**config.mk**
```make
export PLATFORM = sky130hd
export DESIGN_NAME = spectral_band_peak_finder_core
export DESIGN_NICKNAME = d
export VERILOG_FILES = /design/src/hdl/sbpf_pkg.sv /design/src/hdl/sbpf_ctrl.sv /design/src/hdl/sbpf_datapath.sv /design/src/hdl/spectral_band_peak_finder_core.sv
export SDC_FILE = /design/constraint.sdc
export NUM_CORES = 2
export LEC_CHECK = 0
export BUFFER_PORTS_ARGS = -buffer_cell sky130_fd_sc_hd__buf_2
export CORE_MARGIN = 1.5
export CORE_UTILIZATION = 44
export CTS_CLUSTER_SIZE = 10
export DETAILED_ROUTE_END_ITERATION = 6
export SYNTH_ARGS = -nofsm -noshare
export SYNTH_HDL_FRONTEND = slang
export SYNTH_SLANG_ARGS = --single-unit
```
**constraint.sdc**
```tcl
create_clock -name clk -period 7.1 [get_ports clk]
set_clock_uncertainty 0.05 [all_clocks]
set_input_delay 2.13 -clock clk [delete_from_list [all_inputs] [get_ports clk]]
set_output_delay 2.13 -clock clk [all_outputs]
set_load 0.05 [all_outputs]
```
**src/hdl/sbpf_pkg.sv**
```systemverilog
// Shared types and constants for the spectral band peak finder.
// Used by the controller, the datapath and the top level; depends on nothing.
`default_nettype none

package sbpf_pkg;

    // Default values of the top-level parameters.
    localparam int MAX_POINTS_DEF = 512;
    localparam int POWER_BITS_DEF = 48;

    // Fixed field widths.
    localparam int POWER_W    = 48;
    localparam int SIZE_W     = 4;
    localparam int RATE_W     = 20;
    localparam int IDX_W      = 9;
    localparam int KF_W       = IDX_W + RATE_W;
    localparam int SUM_W      = 57;
    localparam int SHARE_W    = 17;
    localparam int CFG_IDX_W  = 2;
    localparam int CFG_DATA_W = 20;

    // Transform size limits, as log2 of the length.
    localparam int SIZE_LOG2_MIN = 2;
    localparam int SIZE_LOG2_TOP = 9;

    // Fraction bits of the peak share, one restoring step each.
    localparam int DIV_STEPS = 16;

    // Register indexes of the configuration port.
    localparam logic [CFG_IDX_W-1:0] CFG_SIZE_LOG2   = 2'd0;
    localparam logic [CFG_IDX_W-1:0] CFG_SAMPLE_RATE = 2'd1;
    localparam logic [CFG_IDX_W-1:0] CFG_BAND_LOW    = 2'd2;
    localparam logic [CFG_IDX_W-1:0] CFG_BAND_HIGH   = 2'd3;

    // Register reset values.
    localparam logic [SIZE_W-1:0] SIZE_LOG2_RST   = 4'd8;
    localparam logic [RATE_W-1:0] SAMPLE_RATE_RST = 20'd1600;
    localparam logic [RATE_W-1:0] BAND_LOW_RST    = 20'd0;
    localparam logic [RATE_W-1:0] BAND_HIGH_RST   = 20'hFFFFF;

    // Commands from the controller to the datapath.
    typedef struct packed {
        logic capture;   // take the item and form bin_index * rate
        logic test;      // register the band test
        logic acc;       // update sum, peak and bin index
        logic div_init;  // first quotient bit and peak frequency
        logic div_step;  // one restoring division step
        logic load;      // fill the output register and clear the frame
    } cmd_t;

    // Status from the datapath to the controller.
    typedef struct packed {
        logic last_bin;  // current bin closes the frame
        logic out_free;  // output register can take a result this cycle
    } stat_t;

endpackage

`default_nettype wire

```
**src/hdl/sbpf_ctrl.sv**
```systemverilog
// Controller state machine for the spectral band peak finder.
// Depends on sbpf_pkg for the command and status structs.
`default_nettype none

module sbpf_ctrl
(
    input  wire logic           clk,
    input  wire logic           rst_n,
    input  wire logic           in_valid,
    output logic                in_stall,
    input  wire sbpf_pkg::stat_t stat,
    output sbpf_pkg::cmd_t      cmd
);

    localparam int CNT_W = $clog2(sbpf_pkg::DIV_STEPS);

    typedef enum logic [2:0] {
        S_IDLE,
        S_TEST,
        S_ACC,
        S_DINIT,
        S_DSTEP,
        S_LOAD
    } state_t;

    state_t           state_reg;
    logic [CNT_W-1:0] cnt_reg;

    always_ff @(posedge clk or negedge rst_n)
    begin
        if (!rst_n)
        begin
            state_reg <= S_IDLE;
            cnt_reg   <= '0;
        end
        else
        begin
            case (state_reg)
                S_IDLE:
                begin
                    if (in_valid)
                    begin
                        state_reg <= S_TEST;
                    end
                end
                S_TEST:
                begin
                    state_reg <= S_ACC;
                end
                S_ACC:
                begin
                    state_reg <= stat.last_bin ? S_DINIT : S_IDLE;
                end
                S_DINIT:
                begin
                    cnt_reg   <= '0;
                    state_reg <= S_DSTEP;
                end
                S_DSTEP:
                begin
                    cnt_reg <= cnt_reg + 1'b1;
                    if (cnt_reg == CNT_W'(sbpf_pkg::DIV_STEPS - 1))
                    begin
                        state_reg <= S_LOAD;
                    end
                end
                S_LOAD:
                begin
                    if (stat.out_free)
                    begin
                        state_reg <= S_IDLE;
                    end
                end
                default:
                begin
                    state_reg <= S_IDLE;
                end
            endcase
        end
    end

    always_comb
    begin
        in_stall     = (state_reg != S_IDLE);
        cmd.capture  = (state_reg == S_IDLE) && in_valid;
        cmd.test     = (state_reg == S_TEST);
        cmd.acc      = (state_reg == S_ACC);
        cmd.div_init = (state_reg == S_DINIT);
        cmd.div_step = (state_reg == S_DSTEP);
        cmd.load     = (state_reg == S_LOAD) && stat.out_free;
    end

endmodule

`default_nettype wire

```
**src/hdl/sbpf_datapath.sv**
```systemverilog
// Datapath of the spectral band peak finder: registers, band test, running sums,
// peak tracking, restoring divider and output register. Depends on sbpf_pkg.
`default_nettype none

module sbpf_datapath
#(
    parameter int MAX_POINTS = sbpf_pkg::MAX_POINTS_DEF,
    parameter int POWER_BITS = sbpf_pkg::POWER_BITS_DEF
)
(
    input  wire logic                              clk,
    input  wire logic                              rst_n,
    input  wire logic                              cfg_we,
    input  wire logic [sbpf_pkg::CFG_IDX_W-1:0]    cfg_index,
    input  wire logic [sbpf_pkg::CFG_DATA_W-1:0]   cfg_data,
    input  wire logic [sbpf_pkg::POWER_W-1:0]      power_value,
    input  wire sbpf_pkg::cmd_t                    cmd,
    output sbpf_pkg::stat_t                        stat,
    output logic                                   out_valid,
    input  wire logic                              out_stall,
    output logic                                   band_found,
    output logic [sbpf_pkg::RATE_W-1:0]            peak_freq,
    output logic [sbpf_pkg::SUM_W-1:0]             band_energy,
    output logic [sbpf_pkg::SHARE_W-1:0]           peak_share
);

    localparam int SIZE_W  = sbpf_pkg::SIZE_W;
    localparam int RATE_W  = sbpf_pkg::RATE_W;
    localparam int IDX_W   = sbpf_pkg::IDX_W;
    localparam int KF_W    = sbpf_pkg::KF_W;
    localparam int SUM_W   = sbpf_pkg::SUM_W;
    localparam int SHARE_W = sbpf_pkg::SHARE_W;
    localparam int REM_W   = SUM_W + 1;

    // Largest usable size: floor(log2(MAX_POINTS)), kept within the legal range.
    localparam int FLOOR_LOG2 = $clog2(MAX_POINTS + 1) - 1;
    localparam int MAX_LOG2   = (FLOOR_LOG2 > sbpf_pkg::SIZE_LOG2_TOP) ?
                                sbpf_pkg::SIZE_LOG2_TOP :
                                ((FLOOR_LOG2 < sbpf_pkg::SIZE_LOG2_MIN) ?
                                 sbpf_pkg::SIZE_LOG2_MIN : FLOOR_LOG2);

    // Configuration registers.
    logic [SIZE_W-1:0] size_reg;
    logic [RATE_W-1:0] rate_reg;
    logic [RATE_W-1:0] low_reg;
    logic [RATE_W-1:0] high_reg;

    // Frame state.
    logic [IDX_W-1:0]      bin_index_reg;
    logic [SUM_W-1:0]      band_sum_reg;
    logic [POWER_BITS-1:0] peak_level_reg;
    logic [IDX_W-1:0]      peak_index_reg;
    logic                  peak_seen_reg;

    // Per-item and divider working registers.
    logic [POWER_BITS-1:0] p_reg;
    logic [KF_W-1:0]       kf_reg;
    logic                  in_band_reg;
    logic [REM_W-1:0]      rem_reg;
    logic [SHARE_W-1:0]    quo_reg;
    logic [RATE_W-1:0]     freq_reg;

    // Output register.
    logic                  out_valid_reg;
    logic                  band_found_reg;
    logic [RATE_W-1:0]     peak_freq_reg;
    logic [SUM_W-1:0]      band_energy_reg;
    logic [SHARE_W-1:0]    peak_share_reg;

    logic [SIZE_W-1:0] eff_log2;
    logic [IDX_W-1:0]  last_idx;
    logic [IDX_W-1:0]  mul_idx;
    logic [KF_W-1:0]   product;
    logic [KF_W-1:0]   low_n;
    logic [KF_W-1:0]   high_n;
    logic [SUM_W:0]    sum_ext;
    logic [SUM_W-1:0]  sum_next;
    logic [SUM_W-1:0]  peak_ext;
    logic              peak_take;
    logic [REM_W-1:0]  rem_shift;
    logic              found;

    always_comb
    begin
        if (size_reg < SIZE_W'(sbpf_pkg::SIZE_LOG2_MIN))
        begin
            eff_log2 = SIZE_W'(sbpf_pkg::SIZE_LOG2_MIN);
        end
        else if (size_reg > SIZE_W'(MAX_LOG2))
        begin
            eff_log2 = SIZE_W'(MAX_LOG2);
        end
        else
        begin
            eff_log2 = size_reg;
        end
    end

    always_comb
    begin
        last_idx  = IDX_W'(1) << (eff_log2 - 1'b1);
        mul_idx   = cmd.div_init ? peak_index_reg : bin_index_reg;
        product   = KF_W'(mul_idx) * KF_W'(rate_reg);
        low_n     = KF_W'(low_reg) << eff_log2;
        high_n    = KF_W'(high_reg) << eff_log2;
        sum_ext   = (SUM_W + 1)'(band_sum_reg) + (SUM_W + 1)'(p_reg);
        sum_next  = sum_ext[SUM_W] ? {SUM_W{1'b1}} : sum_ext[SUM_W-1:0];
        peak_ext  = SUM_W'(peak_level_reg);
        peak_take = !peak_seen_reg || (p_reg > peak_level_reg);
        rem_shift = {rem_reg[REM_W-2:0], 1'b0};
        found     = peak_seen_reg && (band_sum_reg != '0);
    end

    assign stat.last_bin = (bin_index_reg >= last_idx);
    assign stat.out_free = !out_valid_reg || !out_stall;

    always_ff @(posedge clk or negedge rst_n)
    begin
        if (!rst_n)
        begin
            size_reg <= sbpf_pkg::SIZE_LOG2_RST;
            rate_reg <= sbpf_pkg::SAMPLE_RATE_RST;
            low_reg  <= sbpf_pkg::BAND_LOW_RST;
            high_reg <= sbpf_pkg::BAND_HIGH_RST;
        end
        else if (cfg_we)
        begin
            case (cfg_index)
                sbpf_pkg::CFG_SIZE_LOG2:   size_reg <= cfg_data[SIZE_W-1:0];
                sbpf_pkg::CFG_SAMPLE_RATE: rate_reg <= cfg_data[RATE_W-1:0];
                sbpf_pkg::CFG_BAND_LOW:    low_reg  <= cfg_data[RATE_W-1:0];
                sbpf_pkg::CFG_BAND_HIGH:   high_reg <= cfg_data[RATE_W-1:0];
                default:                   size_reg <= size_reg;
            endcase
        end
    end

    always_ff @(posedge clk or negedge rst_n)
    begin
        if (!rst_n)
        begin
            bin_index_reg  <= '0;
            band_sum_reg   <= '0;
            peak_level_reg <= '0;
            peak_index_reg <= '0;
            peak_seen_reg  <= 1'b0;
        end
        else if (cmd.load)
        begin
            bin_index_reg  <= '0;
            band_sum_reg   <= '0;
            peak_level_reg <= '0;
            peak_index_reg <= '0;
            peak_seen_reg  <= 1'b0;
        end
        else if (cmd.acc)
        begin
            if (in_band_reg)
            begin
                band_sum_reg <= sum_next;
                if (peak_take)
                begin
                    peak_level_reg <= p_reg;
                    peak_index_reg <= bin_index_reg;
                    peak_seen_reg  <= 1'b1;
                end
            end
            if (!stat.last_bin)
            begin
                bin_index_reg <= bin_index_reg + 1'b1;
            end
        end
    end

    // Item capture, band test and divider; these registers need no reset.
    always_ff @(posedge clk)
    begin
        if (cmd.capture)
        begin
            p_reg  <= power_value[POWER_BITS-1:0];
            kf_reg <= product;
        end
        if (cmd.test)
        begin
            in_band_reg <= (kf_reg >= low_n) && (kf_reg <= high_n);
        end
        if (cmd.div_init)
        begin
            freq_reg <= RATE_W'(product >> eff_log2);
            if (peak_ext >= band_sum_reg)
            begin
                quo_reg <= SHARE_W'(1);
                rem_reg <= REM_W'(peak_ext - band_sum_reg);
            end
            else
            begin
                quo_reg <= '0;
                rem_reg <= REM_W'(peak_ext);
            end
        end
        else if (cmd.div_step)
        begin
            if (rem_shift >= REM_W'(band_sum_reg))
            begin
                rem_reg <= rem_shift - REM_W'(band_sum_reg);
                quo_reg <= {quo_reg[SHARE_W-2:0], 1'b1};
            end
            else
            begin
                rem_reg <= rem_shift;
                quo_reg <= {quo_reg[SHARE_W-2:0], 1'b0};
            end
        end
    end

    always_ff @(posedge clk or negedge rst_n)
    begin
        if (!rst_n)
        begin
            out_valid_reg <= 1'b0;
        end
        else if (cmd.load)
        begin
            out_valid_reg <= 1'b1;
        end
        else if (!out_stall)
        begin
            out_valid_reg <= 1'b0;
        end
    end

    always_ff @(posedge clk)
    begin
        if (cmd.load)
        begin
            band_found_reg  <= found;
            peak_freq_reg   <= found ? freq_reg : '0;
            band_energy_reg <= found ? band_sum_reg : '0;
            peak_share_reg  <= found ? quo_reg : '0;
        end
    end

    assign out_valid   = out_valid_reg;
    assign band_found  = band_found_reg;
    assign peak_freq   = peak_freq_reg;
    assign band_energy = band_energy_reg;
    assign peak_share  = peak_share_reg;

endmodule

`default_nettype wire

```
**src/hdl/spectral_band_peak_finder_core.sv**
```systemverilog
// Each bin item passes through three states (capture with bin-times-rate multiply,
// band test, accumulate); a new bin is accepted only once the last one is through.
// After a frame's last bin is accepted, its result is formed by the band test,
// accumulate, a set-up state, sixteen restoring division steps and a load state,
// which waits while an earlier result is stalled; the next bin is taken after the load.
// Reset (rst_n low, asynchronous) restores the register defaults and clears the
// frame state and the output valid flag.
`default_nettype none

// Top level of the spectral band peak finder. Instantiates sbpf_ctrl and
// sbpf_datapath; depends on sbpf_pkg.
module spectral_band_peak_finder_core
#(
    parameter int MAX_POINTS = sbpf_pkg::MAX_POINTS_DEF,
    parameter int POWER_BITS = sbpf_pkg::POWER_BITS_DEF
)
(
    input  wire logic                             clk,
    input  wire logic                             rst_n,
    input  wire logic                             cfg_we,
    input  wire logic [sbpf_pkg::CFG_IDX_W-1:0]   cfg_index,
    input  wire logic [sbpf_pkg::CFG_DATA_W-1:0]  cfg_data,
    input  wire logic                             in_valid,
    output logic                                  in_stall,
    input  wire logic [sbpf_pkg::POWER_W-1:0]     power_value,
    output logic                                  out_valid,
    input  wire logic                             out_stall,
    output logic                                  band_found,
    output logic [sbpf_pkg::RATE_W-1:0]           peak_freq,
    output logic [sbpf_pkg::SUM_W-1:0]            band_energy,
    output logic [sbpf_pkg::SHARE_W-1:0]          peak_share
);

    // The controller sequences each item through the datapath and runs the
    // divider once per frame. It accepts a new item only when idle, while the
    // output register holds a finished result independently, so a stalled
    // result does not hold up the bins of the next frame.
    sbpf_pkg::cmd_t  cmd;
    sbpf_pkg::stat_t stat;

    sbpf_ctrl u_ctrl
    (
        .clk      (clk),
        .rst_n    (rst_n),
        .in_valid (in_valid),
        .in_stall (in_stall),
        .stat     (stat),
        .cmd      (cmd)
    );

    // The datapath holds the configuration registers, the frame state (bin
    // index, saturating band sum, first strictly largest peak), the shared
    // index-by-rate multiplier used for both the band test and the peak
    // frequency, and the one-bit-per-cycle restoring divider.
    sbpf_datapath
    #(
        .MAX_POINTS (MAX_POINTS),
        .POWER_BITS (POWER_BITS)
    )
    u_datapath
    (
        .clk         (clk),
        .rst_n       (rst_n),
        .cfg_we      (cfg_we),
        .cfg_index   (cfg_index),
        .cfg_data    (cfg_data),
        .power_value (power_value),
        .cmd         (cmd),
        .stat        (stat),
        .out_valid   (out_valid),
        .out_stall   (out_stall),
        .band_found  (band_found),
        .peak_freq   (peak_freq),
        .band_energy (band_energy),
        .peak_share  (peak_share)
    );

endmodule

`default_nettype wire

```
## Word level (Yosys, flattened, before mapping)

Cells that the tools add are included.

| word-level totals | value |
|---|---|
| bits in registers | 463 |
| bits of input ports | 75 |
| output and inout port bits | 97 |
| word-level logic and storage cells | 118 |

| operators by class | value |
|---|---|
| add/subtract/negate cells | 6 |
| $mul | 1 |
| magnitude comparators | 8 |
| equal/unequal tests | 14 |
| shift-type cells | 4 |
| muxes and demuxes | 38 |
| reductions and logical operators | 25 |

Operator list:

| kind | count |
|---|---|
| two-way mux 57 bit | 8 |
| two-way mux 48 bit | 4 |
| two-way mux 9 bit | 8 |
| adder 57 x 48 -> 58 bit | 1 |
| greater-or-equal comparator 58 x 57 -> 1 bit | 1 |
| << shifter 20 x 4 -> 29 bit | 2 |
| greater-or-equal comparator 48 x 57 -> 1 bit | 1 |
| nonzero test 57 bit | 1 |
| subtractor 48 x 57 -> 57 bit | 1 |
| subtractor 57 bit | 1 |
| > comparator 48 bit | 1 |
| two-way mux 17 bit | 2 |
| greater-or-equal comparator 29 bit | 1 |
| less-or-equal comparator 29 bit | 1 |
| multiplier 9 x 20 -> 29 bit | 1 |
| right shift 29 x 4 -> 20 bit | 1 |
| one-hot mux 3 bit (6 select lines) | 1 |
| AND reduction 2 bit | 6 |
| adder 9 x 1 -> 9 bit (second input constant) | 1 |
| greater-or-equal comparator 9 bit | 1 |
| two-way mux 3 bit | 3 |
| << shifter 1 x 4 -> 9 bit (first input constant) | 1 |
| two-way mux 1 bit | 8 |
| two-way mux 4 bit | 2 |
| 22 further kinds | 38 |

## Depth between registers and ports, before layout

| logic depth | value |
|---|---|
| word-level depth | 9 |
| gate-level depth with buffers | 30 |
| gate-level depth less buffers | 26 |

## Cells and area by module

From an unflattened synthesis, not the netlist that was laid out.

| second synthesis, totals | value |
|---|---|
| cells, all modules | 4,220 |
| area total of the unflattened synthesis | 38,729.6 µm² |

By module, submodules not included:

| module | times used | cells an instance | area each (µm²) | seq. area each (µm²) |
|---|---|---|---|---|
| sbpf_datapath | 1 | 4,179 | 38,301.7 | 12,777.3 |
| sbpf_ctrl | 1 | 41 | 427.9 | 175.2 |

## Worst setup path before layout

No wires, ideal clock.

| timing | value |
|---|---|
| path type | register to register |
| from | register u_ctrl.state_reg[1] |
| to | register u_datapath.freq_reg[12], data pin |
| setup time | 259 ps |
| arrival time | 6,491 ps |
| data required time | 6,791 ps |
| slack | 300 ps |
| stages on the path, launching flop included | 28 |
| buffers on the path | 4 |
| period minus slack after synthesis | 6,800 ps |
| cells stage by stage | dfrtp_1 clkbuf_1 nand2b_1 or2_2 clkbuf_1 clkinv_1 clkbuf_1 nand2_1 nand2_1 clkbuf_1 nand2_1 fa_1 inv_1 fa_1 fa_1 inv_1 fa_1 inv_1 ha_1 or3_1 and4bb_2 nor4_1 nor2_1 xor2_1 mux2i_1 nor2b_1 a211oi_1 o31a_1 |

| on the way | value |
|---|---|
| cells in the longest elaborated chain, start to end | 4 |

RTL lines:

| item | RTL line | RTL |
|---|---|---|
| start: declaration | sbpf_ctrl.sv:26 | `state_t state_reg;` |
| start signal: assignment | sbpf_ctrl.sv:52 | `state_reg <= stat.last_bin ? S_DINIT : S_IDLE;` |
| equality test 3 x 2 -> 1 bit | sbpf_ctrl.sv:88 | `cmd.div_init = (state_reg == S_DINIT);` |
| two-way mux 9 bit | sbpf_datapath.sv:102 | `mul_idx = cmd.div_init ? peak_index_reg : bin_index_reg;` |
| multiplier 9 x 20 -> 29 bit | sbpf_datapath.sv:103 | `product = KF_W'(mul_idx) * KF_W'(rate_reg);` |
| via u_datapath.product[17] | sbpf_datapath.sv:73 | `logic [KF_W-1:0] product;` |
| right shift 29 x 4 -> 20 bit | sbpf_datapath.sv:189 | `freq_reg <= RATE_W'(product >> eff_log2);` |
| end signal: assignment | sbpf_datapath.sv:189 |  |
| end: declaration | sbpf_datapath.sv:61 | `logic [RATE_W-1:0] freq_reg;` |

The timed path passes the listed nets, and every way through them passes these cells.
A chain may end at the register's enable or synchronous reset.

## Worst setup path after layout

| timing | value |
|---|---|
| from | register u_ctrl.state_reg[2] |
| to | register u_datapath.freq_reg[17], data pin |

Same word-level chain as after synthesis.

==> metrics.md <==
| Metric | Value |
|---|---|
| Router iterations before antenna repair | `6` |
| Layout Nets | `just under 5,000` |
| Design Area, Final | `42,500 sq um` |
| F_max | `147 MHz` |
| Crit path time final | `around 6.8 ns` |
| Hold endpoint | `u_datapath.peak_index_reg[0]` |
| Post-synthesis cell type count | `93` |
| Area contributors post-synth | `edfxtp_1 (21%), dfrtp_1 (11%), ha_1 (10%)` |
| Routed WL | `121,000 um` |
| RSZ-0062 raised after global routing | `yes` |
| Pin count of the biggest net entering global routing | `133` |
| Status | `finished clean` |
| Initial antenna violation count | `3` |
| DRT iter0 DRCs | `~3,000` |
| # setup viols final | `0` |
| Reg clk slew, reported paths | `0.06 ns` |
| DRC viols | `0` |
| Worst setup SP type | `register` |
| Worst-margin pin slew | `1.06 ns` |
| Crit end category | `register` |
| Final core utilization | `a little under 50%` |
| Hold Violations, Final | `0` |
| # H-tree levels | `2` |
| Placed Area | `~41,000 sq um` |
| FF+latch count, synth | `~460` |
| Worst R2R Start | `u_ctrl.state_reg[2]` |
| Max clock buf depth | `3` |
| Avg Vias per Cell | `5.79` |
| Die width | `300 um` |
| Vias in the first global route | `31,600` |
| Placed Cells | `~5,500` |
| Layout cells sized above 1 | `10.3%` |
| Sink Count | `463` |
| Reg2reg path depth | `23` |
| CP max FO | `16` |
| Post-DP HPWL | `93,400 um` |
| Top FF cell, synth | `edfxtp_1` |
| Ant. Diodes | `0` |
| CTS Buf Count | `58` |
| IO Port Bufs | `171` |
| Yosys warnings | `0` |
| EDFF count, synth | `267` |
| Largest area contributor in the netlist | `edfxtp_1` |
| I/O pin total | `between 150 and 200` |
| Synth Cell Area | `38,800 sq um` |
| Number of standard cells after synthesis | `4,331` |
| CTS tree | `done` |
| Hold Crit Start | `u_datapath.peak_index_reg[0]` |
| Final Max Tran Viols | `0` |
| Most frequent cells after synthesis | `nand2_1 (582), a21oi_1 (351), inv_1 (327), ha_1 (319), edfxtp_1 (267)` |
| Synth top area share | `20.7%` |
| Critical Path RT | `7.53 ns` |
| Total GRT Usage | `26.8%` |
| Most common cell in the netlist | `nand2_1` |
| Die H | `300 um` |
| Final ANT Viol Nets | `0` |
| CORE AREA | `87,000 sq um` |
| Period utilization | `around 96%` |
| Synthesized area per cell | `~9 sq um` |
| # rows | `108` |
| Root buf cell | `clkbuf_16` |
| Total die area | `about 90,000 sq um` |
| First-pass GRT wire length | `187,000 um` |
| Critical Path AT | `7.25 ns` |
| Post-Layout Cell Count | `5,582` |
| Hold Path Cell Cnt | `2` |
| Crit path kind | `reg -> reg` |
| Clk_lat worst skew | `between 0.6 and 0.7 ns` |
| Post-CTS Setup Inserts | `0` |
| Wire per inst | `21.7 um` |
| Max cap viols | `0` |
| Hold Crit Class | `reg -> reg` |
| Synthesis-to-finish area growth | `9.60%` |
| GP Congestion | `roughly 0.9` |
| Synth async-reset ratio | `42.3%` |
| Via count | `32,300` |
| GR Overflow Total | `0` |
| Register area share after synthesis | `33.4%` |
| R2R Setup Slk | `0.29 ns` |
| FF-to-FF End | `u_datapath.freq_reg[17]` |
| Rel. slew slack | `approximately 29%` |
| Fin Setup TNS | `0 ns` |
| Initial Util | `44.5%` |
[per-layer routing]
layer	track usage, %	vias to the layer above	part of all wire (%)
li1	-	15500	-
met1	36.2	15700	44
met2	44.2	951	47
met3	3.78	200	5.6
met4	8.79	2	3.4
met5	0	-	0.011
[worst max-delay path by stage]
stage	start	cells past startpoint	endpoint	slack, ns
5_1_grt	u_ctrl.state_reg[2]	24	u_datapath.freq_reg[17]	-0.04
3_5_place_dp	u_ctrl.state_reg[2]	23	u_datapath.freq_reg[16]	0.20
3_3_place_gp	u_ctrl.state_reg[2]	23	u_datapath.freq_reg[16]	0.30
2_1_floorplan	u_ctrl.state_reg[1]	27	u_datapath.freq_reg[12]	0.30
6_report	u_ctrl.state_reg[2]	23	u_datapath.freq_reg[17]	0.29
4_1_cts	u_ctrl.state_reg[2]	23	u_datapath.freq_reg[16]	0.17
[worst max-delay path, stage by stage (launching register included)]
cell and delay [ns]:
dfrtp_1 0.37, nand2b_1 0.15, or2_2 0.35, inv_4 0.17, mux2i_4 0.33, buf_4 0.29, nor2b_1 0.10, fa_1 0.56
fa_1 0.44, fa_1 0.55, inv_1 0.05, fa_1 0.53, inv_1 0.04, ha_1 0.37, nand2_1 0.09, or3_1 0.35
and4bb_2 0.32, nor2_1 0.07, o21ai_1 0.24, xor2_1 0.45, mux2_2 0.31, a2bb2oi_1 0.18, nor2_1 0.06, a221oi_1 0.22
[cells by family (layout without fill, tap and decap cells)]
family	count (synthesis)	count (layout)	share of synthesized area (%)
simple gates	1415	1415	17.6
fa+ha+maj	449	449	17.0
xor+xnor	152	152	3.43
mux	176	176	4.76
buf+inv	572	665	5.68
compound gates	1102	1102	18.1
other cells	2	5	0.0194
flops	463	463	33.4
[what timing repair did]
action,CTS,global route
hold buffers,0,0
gates resized for setup,0,8
endpoints found under the setup margin,0,9
[area by class of cell]
type	instances	area (sq um)
Timing Repair Buffer	228	1310
Fill cell	8324	44500
Multi-Input combinational cell	3299	23700
Sequential cell	463	13000
Tap cell	1155	1450
Inverter	328	1240
Clock inverter	11	86.3
Clock buffer	98	1720
[through the flow]
step / hold slack [ns] / setup WS, ns
global placement: 0.424 / 0.300
detailed placement: 0.421 / 0.201
CTS: 0.435 / 0.169
finish: 0.433 / 0.288
global route: 0.450 / -0.0418
floorplan: 0.398 / 0.300
[cells in the final DEF (no fill, tap or decap), drive strengths merged, types with 17 or more instances in the layout]
cell type	instances
edfxtp	267
a211oi	69
nand4	82
o21bai	38
dfrtp	172
nand3	52
nor3	49
inv	333
ha	319
nand2	582
a31oi	85
o21a	27
xor2	50
or2	21
and2	171
nand2b	35
nor2b	85
nor2	216
or3	18
a311oi	19
o211ai	24
xnor2	102
dfstp	24
buf	228
and3	31
o21ai	208
a21o	131
o31ai	23
nor4	32
a21boi	17
mux2	66
clkbuf	98
a21oi	354
fa	130
mux2i	110
Power is left out: the tool's default activity adds up to more than one toggle a clock period on the data nets, which glitch-free logic cannot reach.
